## config.mk

```make
export PLATFORM = sky130hd
export DESIGN_NAME = asu_coef
export DESIGN_NICKNAME = d
export VERILOG_FILES = /design/src/hdl/asu_pkg.sv /design/src/hdl/asu_coef.sv
export SDC_FILE = /design/constraint.sdc
export NUM_CORES = 1
export LEC_CHECK = 0
export ABC_AREA = 1
export BUFFER_PORTS_ARGS = -buffer_cell sky130_fd_sc_hd__buf_2
export CAP_MARGIN = 5
export CORE_AREA = 2 2 186 188
export DETAILED_ROUTE_END_ITERATION = 10
export DIE_AREA = 0 0 188 190
export PLACE_DENSITY_LB_ADDON = 0.1
export SLEW_MARGIN = 10
export SYNTH_ARGS = -nofsm -noshare
export SYNTH_HDL_FRONTEND = slang
export SYNTH_SLANG_ARGS = --single-unit
```

## constraint.sdc

```tcl
create_clock -name vclk -period 7
set_clock_uncertainty 0.1 [all_clocks]
set_input_delay 0.35 -clock vclk [all_inputs]
set_output_delay 0.35 -clock vclk [all_outputs]
set_load 0.02 [all_outputs]
```

## src/hdl/asu_pkg.sv

```systemverilog
// Package for the advection stencil update: payload types, codes, constants.
// No dependencies.
`timescale 1ns / 1ps
`default_nettype none
package asu_pkg;

    localparam int CfgAddrW = 2;
    localparam int CfgDataW = 18;

    localparam logic [CfgAddrW-1:0] REG_COURANT  = 2'd0;
    localparam logic [CfgAddrW-1:0] REG_PERIODIC = 2'd1;
    localparam logic [CfgAddrW-1:0] REG_ZERO_RE  = 2'd2;

    localparam logic [17:0] COURANT_RESET = 18'd52429;

    localparam logic [2:0] MODE_FWD     = 3'd0;
    localparam logic [2:0] MODE_BWD     = 3'd1;
    localparam logic [2:0] MODE_CENTRAL = 3'd2;
    localparam logic [2:0] MODE_LXF     = 3'd3;
    localparam logic [2:0] MODE_LEAP    = 3'd4;
    localparam logic [2:0] MODE_EQUIL   = 3'd5;
    localparam logic [2:0] MODE_LXW     = 3'd6;

    localparam logic signed [33:0] Q_ONE      = 34'sd65536;
    localparam logic signed [31:0] BLOW_LIMIT = 32'sd327680;

    typedef struct packed {
        logic [2:0]         mode;
        logic signed [31:0] left_value;
        logic signed [31:0] center_value;
        logic signed [31:0] right_value;
        logic signed [31:0] older_center;
        logic signed [19:0] speed;
        logic signed [31:0] force_left;
        logic signed [31:0] force_center;
        logic signed [31:0] force_right;
        logic               is_last;
    } in_item_t;

    typedef struct packed {
        logic signed [31:0] new_value;
        logic               blowup_flag;
    } out_item_t;

endpackage
`default_nettype wire

```

## src/hdl/asu_coef.sv

```systemverilog
// Per-mode operand select and Q.17 weight builder for the stencil.
// Depends on asu_pkg.
`timescale 1ns / 1ps
`default_nettype none
module asu_coef (
    input  wire logic [2:0]         mode,
    input  wire logic               is_last,
    input  wire logic signed [23:0] c,
    input  wire logic signed [31:0] c2,
    input  wire logic signed [31:0] lv,
    input  wire logic signed [31:0] cv,
    input  wire logic signed [31:0] rv,
    input  wire logic signed [31:0] ov,
    input  wire logic signed [32:0] le,
    input  wire logic signed [32:0] ce,
    input  wire logic signed [32:0] re,
    output logic signed [32:0]      xl,
    output logic signed [32:0]      xc,
    output logic signed [32:0]      xr,
    output logic signed [31:0]      kl,
    output logic signed [31:0]      kc,
    output logic signed [31:0]      kr
);
    import asu_pkg::*;

    logic signed [33:0] cs;
    logic signed [33:0] c2s;
    logic signed [33:0] wl;
    logic signed [33:0] wc;
    logic signed [33:0] wr;

    always_comb
    begin
        cs  = 34'(c);
        c2s = 34'(c2);
        xl  = 33'(lv);
        xc  = 33'(cv);
        xr  = 33'(rv);
        wl  = '0;
        wc  = '0;
        wr  = '0;
        unique case (mode)
            MODE_FWD:
            begin
                wc = (Q_ONE + cs) <<< 1;
                wr = -(cs <<< 1);
            end
            MODE_BWD:
            begin
                wl = cs <<< 1;
                wc = (Q_ONE - cs) <<< 1;
            end
            MODE_CENTRAL:
            begin
                wl = cs;
                wc = Q_ONE <<< 1;
                wr = -cs;
            end
            MODE_LXF:
            begin
                wl = Q_ONE + cs;
                wr = Q_ONE - cs;
            end
            MODE_LEAP:
            begin
                xc = 33'(ov);
                wl = cs <<< 1;
                wc = Q_ONE <<< 1;
                wr = -(cs <<< 1);
            end
            MODE_EQUIL:
            begin
                xl = le;
                xc = ce;
                xr = re;
                if (is_last)
                begin
                    wl = (cs <<< 1) + cs - c2s;
                    wc = (Q_ONE - cs) <<< 1;
                end
                else
                begin
                    wl = cs + c2s;
                    wc = (Q_ONE - c2s) <<< 1;
                    wr = c2s - cs;
                end
            end
            MODE_LXW:
            begin
                wl = cs + c2s;
                wc = (Q_ONE - c2s) <<< 1;
                wr = c2s - cs;
            end
            default:
            begin
                wl = '0;
            end
        endcase
        kl = wl[31:0];
        kc = wc[31:0];
        kr = wr[31:0];
    end

endmodule
`default_nettype wire

```

; Yosys cells after proc, flatten, opt, wreduce, memory -nomap -nowiden
; Index checks and enable logic that the tools add are counted.
[totals]
elab_cells = 28
reg_bits = 0
output_inout_bits = 195
[op_classes]
n_reduce_logical = 4
eq_ne = 6
addsub = 9
muxes = 9
[op_table]
columns = operator, n
row1 = one-hot mux 32 bit (5 select lines), 3
row2 = 2-to-1 mux 32 bit, 3
row3 = 2-to-1 mux 33 bit, 2
row4 = one-hot mux 33 bit (2 select lines), 1
row5 = adder 24 x 32 -> 32 bit, 1
row6 = negator 24 -> 32 bit, 1
row7 = negator 25 -> 32 bit, 1
row8 = subtractor 26 x 32 -> 32 bit, 1
row9 = subtractor 32 x 24 -> 32 bit, 1
row10 = "subtractor 18 x 31 -> 31 bit, first input constant", 1
row11 = adder 25 x 24 -> 26 bit, 1
row12 = "adder 18 x 24 -> 25 bit, first input constant", 1
row13 = "subtractor 18 x 24 -> 25 bit, first input constant", 1
row14 = "equality test 3 bit, second input constant", 3
row15 = "equality test 3 x 2 -> 1 bit, second input constant", 2
row16 = OR reduction 2 bit, 3
row17 = "equality test 3 x 1 -> 1 bit, second input constant", 1
row18 = logical NOT 3 bit, 1

; Logic depth before layout (Yosys ltp)
[depth]
depth_word = 4
mapped_depth = 18
ltp_nobuf = 18

; Worst setup path after synthesis
; Ideal clock, no wire load.
[synth_path]
kind = input to output
start = input port c[20]
end = output port kl[31]
path_stages = 14
path_buffers = 1
arrival_ps = 2656
slack_ps = 3894
cell_sequence = buf_2 -> clkinv_1 -> fa_1 -> inv_1 -> ha_1 -> nand2_1 -> inv_1 -> a21oi_1 -> nand2_1 -> a21oi_1 -> nand3_1 -> nand3_1 -> nand3_1 -> nand2_1
[synth_via]
elab_chain_cells = 4
word_cells_on_any_way = 6
[synth_rtl]
columns = element, line_no
row1 = "start, declared", asu_coef.sv:8  ; input wire logic signed [23:0] c,
row2 = adder 25 x 24 -> 26 bit, asu_coef.sv:78  ; wl = (cs <<< 1) + cs - c2s;
row3 = subtractor 26 x 32 -> 32 bit, asu_coef.sv:78
row4 = 2-to-1 mux 32 bit, asu_coef.sv:76  ; if (is_last)
row5 = one-hot mux 32 bit (5 select lines) *, asu_coef.sv:42  ; unique case (mode)
row6 = "end, declared", asu_coef.sv:20  ; output logic signed [31:0] kl,
; Mark *: on every way between the ends. The rest lies on a longest branch, timed or not.

; Worst setup path in the final report
[layout_path]
start = input port c[23]
end = output port kl[31]
; The elaborated chain is that of the path after synthesis.

==> results.py <==
metrics = {
    "global_routing": {
        "antenna_found_initial": 6,
        "grt_max_degree": 97,
        "grt_usage": 0.4129,
        "grt_overflow_total": 0,
        "grt_pass1_wl_mm": 109.7,
        "grt_pass1_vias": 17530,
    },
    "floorplan": {
        "io_pins": 482,
        "coreArea_um2": 33950,
        "row_count": 68,
        "initial_utilization": 0.3621,
        "die_w_um": 188,
        "die_area_um2": 35720,
        "die_h_um": 190,
    },
    "cells_and_area": {
        "final_core_util": 0.4414,
        "stdcell_count": 3376,
        "seq_area_um2": 0,
        "num-fill-cells": 3958,
        "area.growth.synth_to_final_pct": 21.89,
        "final_nets": 3338,
        "drive_gt1_frac": 0.1781,
        "n_sequential_cell": 0,
        "clkbuf_count": 0,
        "final_cell_area_um2": 14980,
    },
    "routing": {
        "num_vias": 18980,
        "viasPerCell": 5.621,
        "drt_pass1_iterations": 7,
        "drt-initial-drc-count": 2462,
        "drc": 0,
        "routedWlPerCell_um": 22.95,
        "wl_mm": 77.50,
        "antenna_left": 0,
    },
    "cts": {
        "cts_hold_buf": 0,
        "post-cts-setup-buffers": 0,
        "cts_resized": 0,
    },
    "worst_setup_path": {
        "crit_chain": "buf_2, inv_1, ha_1, ha_1, nand2_1, inv_1, nand2_1, nor4_1, nand2_1, nand2_1, nand2_1, nand3_1, nand3_1, nand2_1, buf_2",
        "crit_family": "simple AND/OR/NAND/NOR gates",
        "worstSetupPathType": "input port to primary output",
        "critPathBufInv": 4,
        "cp_common_cell": "nand2_1",
        "crit_start": "c[23]",
        "start_kind": "input port",
        "crit_slowest_cell": "ha_1",
        "required_ns": 6.55,
        "cp_max_fo": 21,
        "arrival_ns": 4.33,
        "endpoint_kind": "primary output",
        "crit_path_max_incr_delay_ns": 0.69,
    },
    "logic_synthesis": {
        "synthTopCellsByArea": "nand2_1, nand3_1, inv_1, ha_1, nor2_1",
        "syn_area_um2": 12290,
        "yosys_warnings": 0,
        "synth_fp_nets": 2927,
        "syn_area_per_cell_um2": 4.896,
        "synth_top_area_share": 0.2916,
        "synthDistinctLibCells": 43,
        "yosysTopAreaCell": "nand2_1",
        "synthCells": 2511,
        "seq_area_frac_synth": 0,
    },
    "timing": {
        "relSlewSlack": 0.2186,
        "rsz0062_at_grt": "no",
        "max_freq_mhz": 209.4,
        "tightest_slew_ns": 1.171,
        "drv_slew": 0,
        "setup_tns_ns": 0,
        "setup_viol": 0,
        "fin_crit_sh": 0.6822,
        "min_period_ns": 4.775,
        "hold_viol": 0,
    },
    "run_status": {
        "outcome": "completed",
    },
    "place": {
        "gp_congestion": 1.056,
        "port_buffers": 481,
        "dp_hpwl_mm": 67.13,
        "placed_cells": 3375,
        "placed_area_um2": 14980,
    },
    "worst_hold_path": {
        "hold_start": "rv[21]",
        "hold_class": "input port to primary output",
    },
    "power_and_ir_drop": {
        "irDropWorstVdd_uv": 60.97,
        "p_leak_nw": 8.776,
        "power_density_nw_per_um2": 108.1,
        "finalPower_mw": 1.619,
    },
    "job": {
        "drv_cap": 0,
    },
}
## synth_stat cells, types with 2 or more instances
library cell and number:
nor3_2 4, clkbuf_1 41, buf_2 33, a21o_1 4, xnor2_1 7, o21ai_0 72
o2111ai_1 11, nand2_2 3, nand3_1 294, o21a_1 5, o21bai_1 17, nand4_1 28
nor2_4 2, a21oi_1 124, and2_1 2, buf_1 3, xor2_1 24, nand3b_1 15
o221ai_1 24, clkinv_1 6, ha_1 103, and3_1 2, nor2_1 215, a221oi_1 4
nor3_1 32, or2_2 8, a31oi_1 3, o22ai_1 10, inv_2 11, a21boi_0 2
o211ai_1 26, nor4_1 2, inv_1 367, o21ai_1 15, nor2_2 5, nand2_1 955
fa_1 26
## logic make-up (layout without fill, tap and decap cells)
| kind of cell | after synthesis | after routing | synth area share |
|---|---|---|---|
| fa+ha+maj | 129 | 129 | 0.1472 |
| compound gates | 321 | 321 | 0.1560 |
| xor+xnor | 31 | 31 | 0.02209 |
| buf+inv | 462 | 871 | 0.1447 |
| simple gates | 1567 | 1567 | 0.5297 |
| other cells | 1 | 2 | 0.0003051 |
## worst min-delay path: cells and delay by family
kind | cells | cell delay (ns)
buffers and inverters | 2 | 0.22
and+or+nand+nor | 2 | 0.08
## where the power goes
group | switching, mW | leakage [nW] | total [mW] | internal (mW)
sequential | 0 | 0 | 0 | 0
clock | 0 | 0.00000634 | 0.0000000191 | 0.0000000191
combinational | 1.15 | 8.78 | 1.62 | 0.464
total | 1.15 | 8.78 | 1.62 | 0.464
## through the flow
step           setup WS (ns)  hold slack (ns)
2_1_floorplan          3.894           0.7699
3_3_place_gp           2.436           0.9055
3_5_place_dp           2.472           0.9081
4_1_cts                2.452           0.9109
5_1_grt                2.162           0.9194
6_report               2.225           0.9079
## routing by layer
| metal | part of all wire | up-vias | global-route usage |
|---|---|---|---|
| li1 | - | 8877 | - |
| met1 | 0.38 | 8729 | 0.5181 |
| met2 | 0.43 | 1173 | 0.6537 |
| met3 | 0.12 | 193 | 0.1066 |
| met4 | 0.061 | 6 | 0.2075 |
| met5 | 0.00084 | - | 0 |
## cells in the final DEF (no fill, tap or decap), types with 3 or more instances in the layout
cell	synthesis	final
nor3_1	32	32
o221ai_1	24	24
o21ai_1	15	15
inv_1	367	367
o2111ai_1	11	11
o21ai_0	72	72
o22ai_1	10	10
xnor2_1	7	7
inv_2	11	11
xor2_1	24	24
o211ai_1	26	26
nor2_2	5	4
buf_4	1	6
nand2_2	3	3
clkinv_1	6	6
o21bai_1	17	17
nor2_4	2	3
nand2_1	955	955
nor3_2	4	4
buf_2	33	481
nand4_1	28	28
a31oi_1	3	3
a21o_1	4	4
fa_1	26	26
nand3b_1	15	15
nor2_1	215	215
o21a_1	5	5
or2_2	8	8
nand3_1	294	294
a221oi_1	4	4
a21oi_1	124	124
ha_1	103	103
## final timing paths
kind	end	cells past startpoint
max	kl[31]	15
min	xr[21]	4
## cell type report
cell class	instances	area [um^2]	share of cell area
multi-input combinational	2049	10520	0.7020
timing repair buffer	487	2452	0.1637
inverter	384	1441	0.09619
tap	455	569.3	0.03799
antenna	1	2.502	0.0001670
(Power assumes the default switching activity.)
